<file path="src/acaf_pkg.sv">
// Shared constants, types and the channel scale table for the ADC channel
// average filter. No dependencies; every other file in src uses this package.
package acaf_pkg;

    localparam int BLOCK_LENGTH = 32;
    localparam int NUM_CHANNELS = 8;
    localparam int SAMPLE_BITS  = 12;

    // Field widths of the sample and result beats.
    localparam int CHANNEL_W  = 4;
    localparam int OFFSET_W   = 12;
    localparam int FILTERED_W = 12;
    localparam int SCALED_W   = 15;

    // The block mean is a right shift, so BLOCK_LENGTH is a power of two.
    localparam int BLOCK_SHIFT = $clog2(BLOCK_LENGTH);
    localparam int SUM_W       = SAMPLE_BITS + BLOCK_SHIFT;
    localparam int COUNT_W     = BLOCK_SHIFT;
    localparam int IDX_W       = (NUM_CHANNELS > 1) ? $clog2(NUM_CHANNELS) : 1;
    localparam int SCALE_W     = 3;

    localparam logic [OFFSET_W-1:0] ZERO_OFFSET_RESET = OFFSET_W'(90);

    // Channel numbers that carry a scale other than one.
    localparam logic [CHANNEL_W-1:0] CH_ONE  = CHANNEL_W'(1);
    localparam logic [CHANNEL_W-1:0] CH_TWO  = CHANNEL_W'(2);
    localparam logic [CHANNEL_W-1:0] CH_FOUR = CHANNEL_W'(4);
    localparam logic [CHANNEL_W-1:0] CH_FIVE = CHANNEL_W'(5);

    localparam logic [SCALE_W-1:0] SCALE_CH_ONE  = SCALE_W'(2);
    localparam logic [SCALE_W-1:0] SCALE_CH_TWO  = SCALE_W'(7);
    localparam logic [SCALE_W-1:0] SCALE_CH_FOUR = SCALE_W'(5);
    localparam logic [SCALE_W-1:0] SCALE_UNITY   = SCALE_W'(1);

    // Registered sample beat handed from the input stage to the datapath.
    typedef struct packed {
        logic                  valid;
        logic [CHANNEL_W-1:0]  channel;
        logic [SAMPLE_BITS-1:0] sample;
    } acaf_step_t;

    // Result computed for the sample in the input stage.
    typedef struct packed {
        logic                  emit;
        logic [CHANNEL_W-1:0]  out_channel;
        logic [FILTERED_W-1:0] filtered_value;
        logic [SCALED_W-1:0]   scaled_value;
    } acaf_result_t;

    function automatic logic [SCALE_W-1:0] channel_scale(input logic [CHANNEL_W-1:0] ch);
        logic [SCALE_W-1:0] scale;
        case (ch)
            CH_ONE:  scale = SCALE_CH_ONE;
            CH_TWO:  scale = SCALE_CH_TWO;
            CH_FOUR: scale = SCALE_CH_FOUR;
            CH_FIVE: scale = SCALE_CH_FOUR;
            default: scale = SCALE_UNITY;
        endcase
        return scale;
    endfunction

endpackage

</file>
<file path="src/acaf_sample_if.sv">
// Valid/ready channel that carries one tagged ADC sample per beat.
// Depends on acaf_pkg for the field widths.
interface acaf_sample_if;
    logic                            valid;
    logic                            ready;
    logic [acaf_pkg::CHANNEL_W-1:0]  channel;
    logic [acaf_pkg::SAMPLE_BITS-1:0] sample;

    modport source (output valid, output channel, output sample, input ready);
    modport sink   (input valid, input channel, input sample, output ready);
endinterface

</file>
<file path="src/acaf_result_if.sv">
// Valid/ready channel that carries one filtered block result per beat.
// Depends on acaf_pkg for the field widths.
interface acaf_result_if;
    logic                            valid;
    logic                            ready;
    logic [acaf_pkg::CHANNEL_W-1:0]  out_channel;
    logic [acaf_pkg::FILTERED_W-1:0] filtered_value;
    logic [acaf_pkg::SCALED_W-1:0]   scaled_value;

    modport source (output valid, output out_channel, output filtered_value,
                    output scaled_value, input ready);
    modport sink   (input valid, input out_channel, input filtered_value,
                    input scaled_value, output ready);
endinterface

</file>
<file path="src/acaf_in_reg.sv">
// Input register of the filter: captures one sample beat and holds it until
// the datapath commits it. Depends on acaf_pkg and acaf_sample_if.
module acaf_in_reg
(
    input  logic                clk,
    input  logic                rst_n,
    acaf_sample_if.sink         samples,
    input  logic                advance,
    output acaf_pkg::acaf_step_t step
);

    logic                               valid_reg;
    logic                               valid_next;
    logic [acaf_pkg::CHANNEL_W-1:0]     channel_reg;
    logic [acaf_pkg::SAMPLE_BITS-1:0]   sample_reg;
    logic                               take;

    // The register refills in the same cycle that its item moves on.
    assign samples.ready = !valid_reg || advance;
    assign take          = samples.valid && samples.ready;

    always_comb
    begin
        valid_next = valid_reg;
        if (take)
        begin
            valid_next = 1'b1;
        end
        else if (advance)
        begin
            valid_next = 1'b0;
        end
    end

    always_ff @(posedge clk or negedge rst_n)
    begin
        if (!rst_n)
        begin
            valid_reg <= 1'b0;
        end
        else
        begin
            valid_reg <= valid_next;
        end
    end

    always_ff @(posedge clk)
    begin
        if (take)
        begin
            channel_reg <= samples.channel;
            sample_reg  <= samples.sample;
        end
    end

    assign step.valid   = valid_reg;
    assign step.channel = channel_reg;
    assign step.sample  = sample_reg;

endmodule

</file>
<file path="src/acaf_datapath.sv">
// Per-channel block state and the single-pass block-end arithmetic.
// Depends on acaf_pkg.
module acaf_datapath
(
    input  logic                              clk,
    input  logic                              rst_n,
    input  acaf_pkg::acaf_step_t              step,
    input  logic                              advance,
    input  logic [acaf_pkg::OFFSET_W-1:0]     zero_offset,
    output acaf_pkg::acaf_result_t            result
);

    logic [acaf_pkg::SUM_W-1:0]       sum_reg    [acaf_pkg::NUM_CHANNELS];
    logic [acaf_pkg::COUNT_W-1:0]     count_reg  [acaf_pkg::NUM_CHANNELS];
    logic [acaf_pkg::SAMPLE_BITS-1:0] smooth_reg [acaf_pkg::NUM_CHANNELS];

    logic                             hit;
    logic                             complete;
    logic                             commit;
    logic [acaf_pkg::IDX_W-1:0]       idx;
    logic [acaf_pkg::SUM_W-1:0]       sum_next;
    logic [acaf_pkg::COUNT_W-1:0]     count_next;
    logic [acaf_pkg::SAMPLE_BITS-1:0] mean;
    logic [acaf_pkg::SAMPLE_BITS:0]   pair_sum;
    logic [acaf_pkg::SAMPLE_BITS-1:0] avg;
    logic [acaf_pkg::SAMPLE_BITS:0]   offset_ext;
    logic [acaf_pkg::SAMPLE_BITS:0]   diff;
    logic [acaf_pkg::SAMPLE_BITS-1:0] smooth_next;

    // Channel zero and channels above the last one are dropped silently.
    assign hit = (step.channel != '0) &&
                 (step.channel <= acaf_pkg::CHANNEL_W'(acaf_pkg::NUM_CHANNELS));
    assign idx = acaf_pkg::IDX_W'(step.channel - acaf_pkg::CHANNEL_W'(1));

    assign sum_next   = sum_reg[idx] + acaf_pkg::SUM_W'(step.sample);
    assign count_next = count_reg[idx] + acaf_pkg::COUNT_W'(1);
    assign complete   = hit &&
                        (count_reg[idx] == acaf_pkg::COUNT_W'(acaf_pkg::BLOCK_LENGTH - 1));
    assign commit     = step.valid && advance && hit;

    // Block mean, averaged with the stored value, then the offset with a floor at zero.
    assign mean       = sum_next[acaf_pkg::SUM_W-1:acaf_pkg::BLOCK_SHIFT];
    assign pair_sum   = {1'b0, mean} + {1'b0, smooth_reg[idx]};
    assign avg        = pair_sum[acaf_pkg::SAMPLE_BITS:1];
    assign offset_ext = (acaf_pkg::SAMPLE_BITS + 1)'(zero_offset);
    assign diff       = {1'b0, avg} - offset_ext;

    always_comb
    begin
        if ({1'b0, avg} > offset_ext)
        begin
            smooth_next = diff[acaf_pkg::SAMPLE_BITS-1:0];
        end
        else
        begin
            smooth_next = '0;
        end
    end

    always_ff @(posedge clk or negedge rst_n)
    begin
        if (!rst_n)
        begin
            for (int i = 0; i < acaf_pkg::NUM_CHANNELS; i++)
            begin
                sum_reg[i]    <= '0;
                count_reg[i]  <= '0;
                smooth_reg[i] <= '0;
            end
        end
        else if (commit)
        begin
            if (complete)
            begin
                sum_reg[idx]    <= '0;
                count_reg[idx]  <= '0;
                smooth_reg[idx] <= smooth_next;
            end
            else
            begin
                sum_reg[idx]   <= sum_next;
                count_reg[idx] <= count_next;
            end
        end
    end

    assign result.emit           = step.valid && complete;
    assign result.out_channel    = step.channel;
    assign result.filtered_value = acaf_pkg::FILTERED_W'(smooth_next);
    assign result.scaled_value   = acaf_pkg::SCALED_W'(
        acaf_pkg::SCALED_W'(smooth_next) *
        acaf_pkg::SCALED_W'(acaf_pkg::channel_scale(step.channel)));

    // A finished block leaves its channel ready for a fresh block.
    a_block_restart: assert property (@(posedge clk) disable iff (!rst_n)
        commit && complete |=> count_reg[$past(idx)] == '0 && sum_reg[$past(idx)] == '0)
        else $error("block state not cleared after block end");

    a_count_step: assert property (@(posedge clk) disable iff (!rst_n)
        commit && !complete |=> count_reg[$past(idx)] == $past(count_next))
        else $error("block count did not advance by one");

    a_smooth_store: assert property (@(posedge clk) disable iff (!rst_n)
        commit && complete |=> smooth_reg[$past(idx)] == $past(smooth_next))
        else $error("smoothed value not stored at block end");

endmodule

</file>
<file path="src/adc_channel_average_filter_unit.sv">
// Top level of the ADC channel average filter: offset register, stage control
// and the result register. Depends on acaf_pkg, both interfaces and the submodules.
//
// The filter takes one sample beat per clock cycle, tagged with a channel from
// one to eight, and keeps a 32-sample block sum, count and smoothed value per
// channel. On the last sample of a block it emits one result beat holding the
// new smoothed value (block mean averaged with the old value, less the zero
// offset, floored at zero) and a copy scaled by the channel factor. A sample
// goes into the input register on acceptance, the whole block arithmetic runs
// in the next cycle, and the result register, from which a result is offered,
// is loaded when the last sample of its block leaves the input register. The
// sustained rate is one sample per cycle; it drops only when a block ends while
// the previous result still waits in the output register, and then the input
// register holds that sample until the result side takes the waiting beat.
// Samples on channel zero or above eight are accepted and dropped. zero_offset
// resets to 90 and should be written only while no block end is in flight.
module adc_channel_average_filter_unit
(
    input  logic                          clk,
    input  logic                          rst_n,
    input  logic                          cfg_we,
    input  logic [acaf_pkg::OFFSET_W-1:0] cfg_wdata,
    acaf_sample_if.sink                   samples,
    acaf_result_if.source                 results
);

    acaf_pkg::acaf_step_t                 step;
    acaf_pkg::acaf_result_t               result;
    logic                                 advance;
    logic                                 load;
    logic [acaf_pkg::OFFSET_W-1:0]        zero_offset_reg;
    logic                                 out_valid_reg;
    logic                                 out_valid_next;
    logic [acaf_pkg::CHANNEL_W-1:0]       out_channel_reg;
    logic [acaf_pkg::FILTERED_W-1:0]      filtered_reg;
    logic [acaf_pkg::SCALED_W-1:0]        scaled_reg;

    // An item without a result always moves on; one with a result needs room.
    assign advance = step.valid && (!result.emit || !out_valid_reg || results.ready);
    assign load    = advance && result.emit;

    acaf_in_reg u_in_reg
    (
        .clk     (clk),
        .rst_n   (rst_n),
        .samples (samples),
        .advance (advance),
        .step    (step)
    );

    acaf_datapath u_datapath
    (
        .clk         (clk),
        .rst_n       (rst_n),
        .step        (step),
        .advance     (advance),
        .zero_offset (zero_offset_reg),
        .result      (result)
    );

    always_ff @(posedge clk or negedge rst_n)
    begin
        if (!rst_n)
        begin
            zero_offset_reg <= acaf_pkg::ZERO_OFFSET_RESET;
        end
        else if (cfg_we)
        begin
            zero_offset_reg <= cfg_wdata;
        end
    end

    always_comb
    begin
        out_valid_next = out_valid_reg;
        if (load)
        begin
            out_valid_next = 1'b1;
        end
        else if (results.ready)
        begin
            out_valid_next = 1'b0;
        end
    end

    always_ff @(posedge clk or negedge rst_n)
    begin
        if (!rst_n)
        begin
            out_valid_reg <= 1'b0;
        end
        else
        begin
            out_valid_reg <= out_valid_next;
        end
    end

    always_ff @(posedge clk)
    begin
        if (load)
        begin
            out_channel_reg <= result.out_channel;
            filtered_reg    <= result.filtered_value;
            scaled_reg      <= result.scaled_value;
        end
    end

    assign results.valid          = out_valid_reg;
    assign results.out_channel    = out_channel_reg;
    assign results.filtered_value = filtered_reg;
    assign results.scaled_value   = scaled_reg;

    // A blocked item stays in the input register rather than being lost.
    a_hold_blocked: assert property (@(posedge clk) disable iff (!rst_n)
        step.valid && !advance |=> step.valid && $stable(step.channel) &&
        $stable(step.sample))
        else $error("blocked sample left the input register");

    // A new result never lands on one that is still waiting.
    a_no_overwrite: assert property (@(posedge clk) disable iff (!rst_n)
        load |-> !out_valid_reg || results.ready)
        else $error("result register overwritten while full");

    a_scale_zero: assert property (@(posedge clk) disable iff (!rst_n)
        results.valid && results.filtered_value == '0 |-> results.scaled_value == '0)
        else $error("scaled value nonzero for zero filtered value");

endmodule
</file>
<file path="src/flat_wrapper.sv">
// flat-port wrapper written by rule: the top's interface ports become plain ports
module adc_channel_average_filter_unit_flat 
  (clk, rst_n, cfg_we, cfg_wdata, samples_valid, samples_channel, samples_sample, samples_ready, results_valid, results_out_channel, results_filtered_value, results_scaled_value, results_ready);
  acaf_sample_if samples_i ();
  acaf_result_if results_i ();
  input  logic clk;
  input  logic rst_n;
  input  logic cfg_we;
  input  logic [acaf_pkg::OFFSET_W-1:0] cfg_wdata;
  input wire logic [$bits(samples_i.valid)-1:0] samples_valid;
  input wire logic [$bits(samples_i.channel)-1:0] samples_channel;
  input wire logic [$bits(samples_i.sample)-1:0] samples_sample;
  output wire logic [$bits(samples_i.ready)-1:0] samples_ready;
  output wire logic [$bits(results_i.valid)-1:0] results_valid;
  output wire logic [$bits(results_i.out_channel)-1:0] results_out_channel;
  output wire logic [$bits(results_i.filtered_value)-1:0] results_filtered_value;
  output wire logic [$bits(results_i.scaled_value)-1:0] results_scaled_value;
  input wire logic [$bits(results_i.ready)-1:0] results_ready;
  assign samples_i.valid = samples_valid;
  assign samples_i.channel = samples_channel;
  assign samples_i.sample = samples_sample;
  assign samples_ready = samples_i.ready;
  assign results_valid = results_i.valid;
  assign results_out_channel = results_i.out_channel;
  assign results_filtered_value = results_i.filtered_value;
  assign results_scaled_value = results_i.scaled_value;
  assign results_i.ready = results_ready;
  adc_channel_average_filter_unit u_core (.clk(clk), .rst_n(rst_n), .cfg_we(cfg_we), .cfg_wdata(cfg_wdata), .samples(samples_i), .results(results_i));
endmodule
</file>
<file path="config.mk">
export PLATFORM = sky130hd
export DESIGN_NAME = adc_channel_average_filter_unit_flat
export DESIGN_NICKNAME = d
export VERILOG_FILES = /design/src/acaf_pkg.sv /design/src/acaf_sample_if.sv /design/src/acaf_result_if.sv /design/src/acaf_in_reg.sv /design/src/acaf_datapath.sv /design/src/adc_channel_average_filter_unit.sv /design/src/flat_wrapper.sv
export SDC_FILE = /design/constraint.sdc
export NUM_CORES = 1
export LEC_CHECK = 0
export BUFFER_PORTS_ARGS = -buffer_cell sky130_fd_sc_hd__buf_2
export CORE_MARGIN = 1
export CORE_UTILIZATION = 60
export DETAILED_ROUTE_END_ITERATION = 16
export PLACE_DENSITY = 0.76
export SLEW_MARGIN = 20
export SYNTH_ARGS = -nofsm -noshare
export SYNTH_HDL_FRONTEND = slang
export SYNTH_SLANG_ARGS = --single-unit
export TNS_END_PERCENT = 30
</file>
<file path="constraint.sdc">
create_clock -name clk -period 15.3 [get_ports clk]
set_input_delay 0.765 -clock clk [delete_from_list [all_inputs] [get_ports clk]]
set_output_delay 0.765 -clock clk [all_outputs]
set_load 0.02 [all_outputs]
</file>
## After elaboration in Yosys (flattened, before gate mapping)

Cells that the tools add are included.

| operators by class | value |
|---|---|
| add/subtract/negate cells | 5 |
| multipliers | 1 |
| magnitude comparators | 4 |
| equal/unequal tests | 5 |
| multiplexer cells | 26 |
| bitwise operators | 5 |
| reduce and logical (&&, ||, !) cells | 20 |

Operators with widths:

| cell | number |
|---|---|
| $and 136x136->136 | 1 |
| $bwmux 136 | 1 |
| $mux 136 | 1 |
| $not 136->136 | 1 |
| $bwmux 96 | 1 |
| $bmux 17 s3 | 1 |
| $demux 17 s3 | 1 |
| $mux 17 | 3 |
| $mux 12 | 4 |
| $and 40x40->40 | 1 |
| $bwmux 40 | 1 |
| $mux 40 | 1 |
| $not 40->40 | 1 |
| $bmux 12 s3 | 1 |
| $demux 12 s3 | 1 |
| $add 17x12->17 | 1 |
| $bmux 5 s3 | 1 |
| $demux 5 s3 | 1 |
| $mul 12x3->15 | 1 |
| $mux 5 | 3 |
| $add 12x12->13 | 1 |
| $gt 12x12->1 | 1 |
| $sub 12x12->12 | 1 |
| $logic_and 1x1->1 | 9 |
| 18 further kinds | 27 |

| storage, ports and cells | value |
|---|---|
| register bits after elaboration | 333 |
| bits of input ports | 33 |
| output and inout bits | 33 |

## Depth between registers and ports, before layout

| depth | value |
|---|---|
| depth in word-level cells | 15 |
| mapped depth | 51 |
| gate-level depth less buffers | 43 |

## Cells and area by module

A second synthesis with hierarchy kept.

| unflattened totals | value |
|---|---|
| cell total of the unflattened synthesis | 1627 |
| area, all modules | 16603.4 µm² |

Modules (own cells, without submodules):

| module | times used | cells each | area each (µm²) | seq. area each (µm²) |
|---|---|---|---|---|
| acaf_datapath | 1 | 1544 | 14589.0 | 6806.5 |
| adc_channel_average_filter_unit | 1 | 62 | 1472.7 | 1261.2 |
| acaf_in_reg | 1 | 21 | 541.8 | 505.5 |

## Least setup slack after synthesis

OpenSTA, ideal clock, no wires.

| path | value |
|---|---|
| path type | register to register |
| start point | reg u_core.u_in_reg.channel_reg[0] in the netlist's numbering |
| end point | reg u_core.scaled_reg, in the netlist u_core.results.scaled_value[14] (data pin) |
| data arrival time | 9.739 ns |
| slack | 5.290 ns |
| cell stages (with the launch flop) | 47 |
| buffers on the path | 8 |
| period minus slack after synthesis | 10.010 ns |
| path through | edfxtp_1 -> buf_2 -> buf_6 -> inv_2 -> ha_1 -> xor2_4 -> buf_12 -> buf_12 -> buf_6 -> buf_2 -> buf_1 -> mux2i_1 -> o221ai_1 -> ha_1 -> a211oi_1 -> o21bai_1 -> a21oi_1 -> nor2b_1 -> (+11 left out) -> and3_1 -> a21oi_1 -> and3_1 -> or3_1 -> nand2b_1 -> fa_1 -> inv_1 -> ha_1 -> fa_1 -> a21o_1 -> a21oi_1 -> o21bai_1 -> a21oi_1 -> o21bai_1 -> a21oi_1 -> o21bai_1 -> a2111oi_0 -> nor3_1 |

RTL lines:

| element | RTL line | source |
|---|---|---|
| start: declaration | acaf_in_reg.sv:14 | `logic [acaf_pkg::CHANNEL_W-1:0] channel_reg;` |
| start signal: assignment | acaf_in_reg.sv:51 | `channel_reg <= samples.channel;` |
| end signal: assignment | adc_channel_average_filter_unit.sv:104 | `scaled_reg <= result.scaled_value;` |
| end: declaration | adc_channel_average_filter_unit.sv:36 | `logic [acaf_pkg::SCALED_W-1:0] scaled_reg;` |

==> summary.md <==
| Metric | Value |
|---|---|
| RePlAce Congestion | `0.948` |
| Relative slew slack | `24.5%` |
| Post-DR wirelength/cell | `20.6 µm` |
| Yosys cell types | `80` |
| Max-cap violation count | `0` |
| Critical Path Source Type | `flop` |
| Setup crit end kind | `flop` |
| Ratio of cells with drive above 1 in the final layout | `11.2%` |
| Resize count post-CTS | `0` |
| Longest Clk Path Bufs | `3` |
| Synth area leader | `dfrtp_1` |
| Worst Hold Class | `primary input to async pin` |
| Die span in x | `roughly 170 µm` |
| Number of synthesized flops with an enable pin | `47` |
| Area grow syn2layout | `10.5%` |
| First drt pass iteration count | `5` |
| Post-Route WL | `approximately 44 mm` |
| Final Hold Viols | `0` |
| Post-Syn Nets | `1816` |
| Site Rows | `60` |
| Power Density | `approximately 220 nW/µm²` |
| Setup Buffers After CTS | `0` |
| Remaining global-route overflow | `0` |
| Clk_lat worst skew | `~520 ps` |
| Post-synth top cells | `nand2_1 (413), dfrtp_1 (282), o21ai_0 (257)` |
| Worst path arrival time | `11810 ps` |
| Clk root buf | `clkbuf_16` |
| Via count | `13089` |
| Max reg flops | `136` |
| CP Max Fanout | `40` |
| Initial Util | `61.6%` |
| Yosys warns | `0` |
| Top post-synthesis cells by area | `dfrtp_1 (42%), nand2_1 (9.3%), edfxtp_1 (8.4%), o21ai_0 (7.7%), ha_1 (4.0%)` |
| Final setup fails | `0` |
| I/O Pins | `66` |
| Worst path most repeated cell | `a21oi_1` |
| Worst-margin pin slew | `1100 ps` |
| Sequential element share of the synthesized area | `51.2%` |
| FILL cells | `between 2000 and 2500` |
| Status | `finished clean` |
| Clock transition at the registers of the reported paths | `60 ps` |
| Cells after Synth | `1715` |
| Area share of the largest cell type after synthesis | `42.2%` |
| Initial DRC count | `~1000` |
| CP max stage delay | `slightly below 900 ps` |
| Vias in the first global route | `12933` |
| Setup TNS | `0 ps` |
| Tot Pwr | `3.99 mW` |
| Yosys reg bits | `about 330` |
| Mapped cell area | `16700 µm²` |
| Initial antenna violation count | `0` |
| H-tree level count | `2` |
| Final routed DRC violation total | `0` |
| Hold buffers post-CTS | `0` |
| Peak supply drop | `0.000194 V` |
| Final period util | `75.6%` |
| CTS Sinks | `333` |
| Hold slack | `roughly 330 ps` |
| Max Fclk | `86.5 MHz` |
| Count of pins over their slew limit | `0` |
| Die Ht | `169 µm` |
| First-pass GRT wire length | `about 71 mm` |
| Largest net degree at the start of global routing | `about 120` |
| PortBufs | `65` |
| Final net count | `1841` |
| ANT nets after route | `0` |
| Cts bufs inserted | `35` |
| Dpl hpwl | `roughly 29 mm` |
| Worst Setup Path Type | `flop to flop` |
| GRT Util Overall | `between 30% and 40%` |
| DR vias/cell | `6.12` |
| CTS tree | `built` |
| Required @ worst endpoint | `15540 ps` |
| Die Area | `roughly 29000 µm²` |
| Asr flop ratio synth | `a little under nine tenths` |
| Avg Inst Size Synth | `slightly below 10 µm²` |
| Core area | `approximately 27000 µm²` |
| Final Critical Period | `between 10000 and 15000 ps` |
| CP max stage cell | `nor2_1` |
| Setup Skew | `16.3 ps` |
| FF-to-FF setup slack | `3730 ps` |
| Leak | `8.45 nW` |
| Ys flop type | `dfrtp_1` |
| RSZ-0062 raised after global routing | `false` |
| Count leader, synth | `nand2_1` |
| Antenna Cells | `0` |
[kinds of logic (layout without fill, tap and decap cells)]
kind of cell	after synthesis	after routing	synth area share, %
and+or+nand+nor	598	598	15.1
DFF	333	333	51.2
buffers and inverters	156	206	4.13
muxes	51	51	4.70
adders and majority gates	68	68	5.71
xor gates and xnor gates	43	43	2.41
AOI/OAI and AO/OA	466	466	16.7
[per-stage QoR]
step | std cells | util (%) | worst slack [ps] | area (µm²)
4_1_cts | 2137 | 68.0 | 3900 | 18500
3_3_place_gp | 2075 | 63.4 | 4280 | 17200
6_report | 2137 | 68.0 | 3730 | 18500
3_5_place_dp | 2075 | 63.4 | 3940 | 17200
5_1_grt | 2137 | 68.0 | 2970 | 18500
2_1_floorplan | 1715 | - | 5290 | 16700
[cell usage in the layout (no fill, tap or decap), types with 26 or more instances in the layout]
master	synthesis	layout
buf_2	23	64
clkbuf_16	0	35
nor2_1	62	61
ha_1	54	54
edfxtp_1	47	47
inv_1	60	60
o21ai_0	257	257
a21oi_1	44	44
nand2_1	413	408
nand3_1	30	30
xnor2_1	27	26
dfrtp_1	282	282
[power breakdown]
group          total, mW  switching, mW  leakage (nW)  internal (mW)
registers           1.23          0.108          4.22           1.12
clock network      0.913          0.355         0.605          0.558
logic               1.85           1.22          3.62          0.628
total               3.99           1.69          8.45           2.30
[worst max-delay path, delay by kind of cell (launching register included)]
kind                       cells  cell delay [ps]
buffers and inverters          5             1270
and+or+nand+nor                9             3000
xor gates and xnor gates       2              490
adders and majority gates      7             2800
AOI/OAI and AO/OA             17             3350
DFF                            1              320
[final timing paths]
kind                                                              start                                      endpoint  cells after the start
max                            u_core.u_in_reg.channel_reg[0]$_DFFE_PP_     u_core.results.scaled_value[14]$_DFFE_PP_                     40
min                                                               rst_n  u_core.u_datapath.smooth_reg[89]$_DFFE_PN0P_                      1
max reg2reg                    u_core.u_in_reg.channel_reg[0]$_DFFE_PP_     u_core.results.scaled_value[14]$_DFFE_PP_                     40
min reg2reg                u_core.u_datapath.smooth_reg[17]$_DFFE_PN0P_  u_core.u_datapath.smooth_reg[17]$_DFFE_PN0P_                      2
max in group asynchronous                                         rst_n     u_core.u_datapath.sum_reg[39]$_DFFE_PN0P_                      3
min in group clk                                      samples_sample[0]       u_core.u_in_reg.sample_reg[0]$_DFFE_PP_                      1
[layer usage]
| metal | vias up | routed length [µm] | track usage [%] |
|---|---|---|---|
| li1 | 6070 | - | - |
| met1 | 6331 | 18300 | 43.1 |
| met2 | 544 | 20700 | 51.8 |
| met3 | 144 | 3220 | 5.35 |
| met4 | 0 | 1840 | 14.0 |
| met5 | - | 0 | 0 |
[cell type report]
cell class / count / area, µm² / share of cell area (%)
Multi-Input combinational cell: 1226 / 7510 / 40.6
Sequential cell: 333 / 8570 / 46.4
Tap cell: 372 / 465 / 2.52
Clock inverter: 17 / 254 / 1.37
Timing Repair Buffer: 82 / 470 / 2.54
Inverter: 62 / 233 / 1.26
Clock buffer: 45 / 983 / 5.32
(Power assumes the default switching activity.)
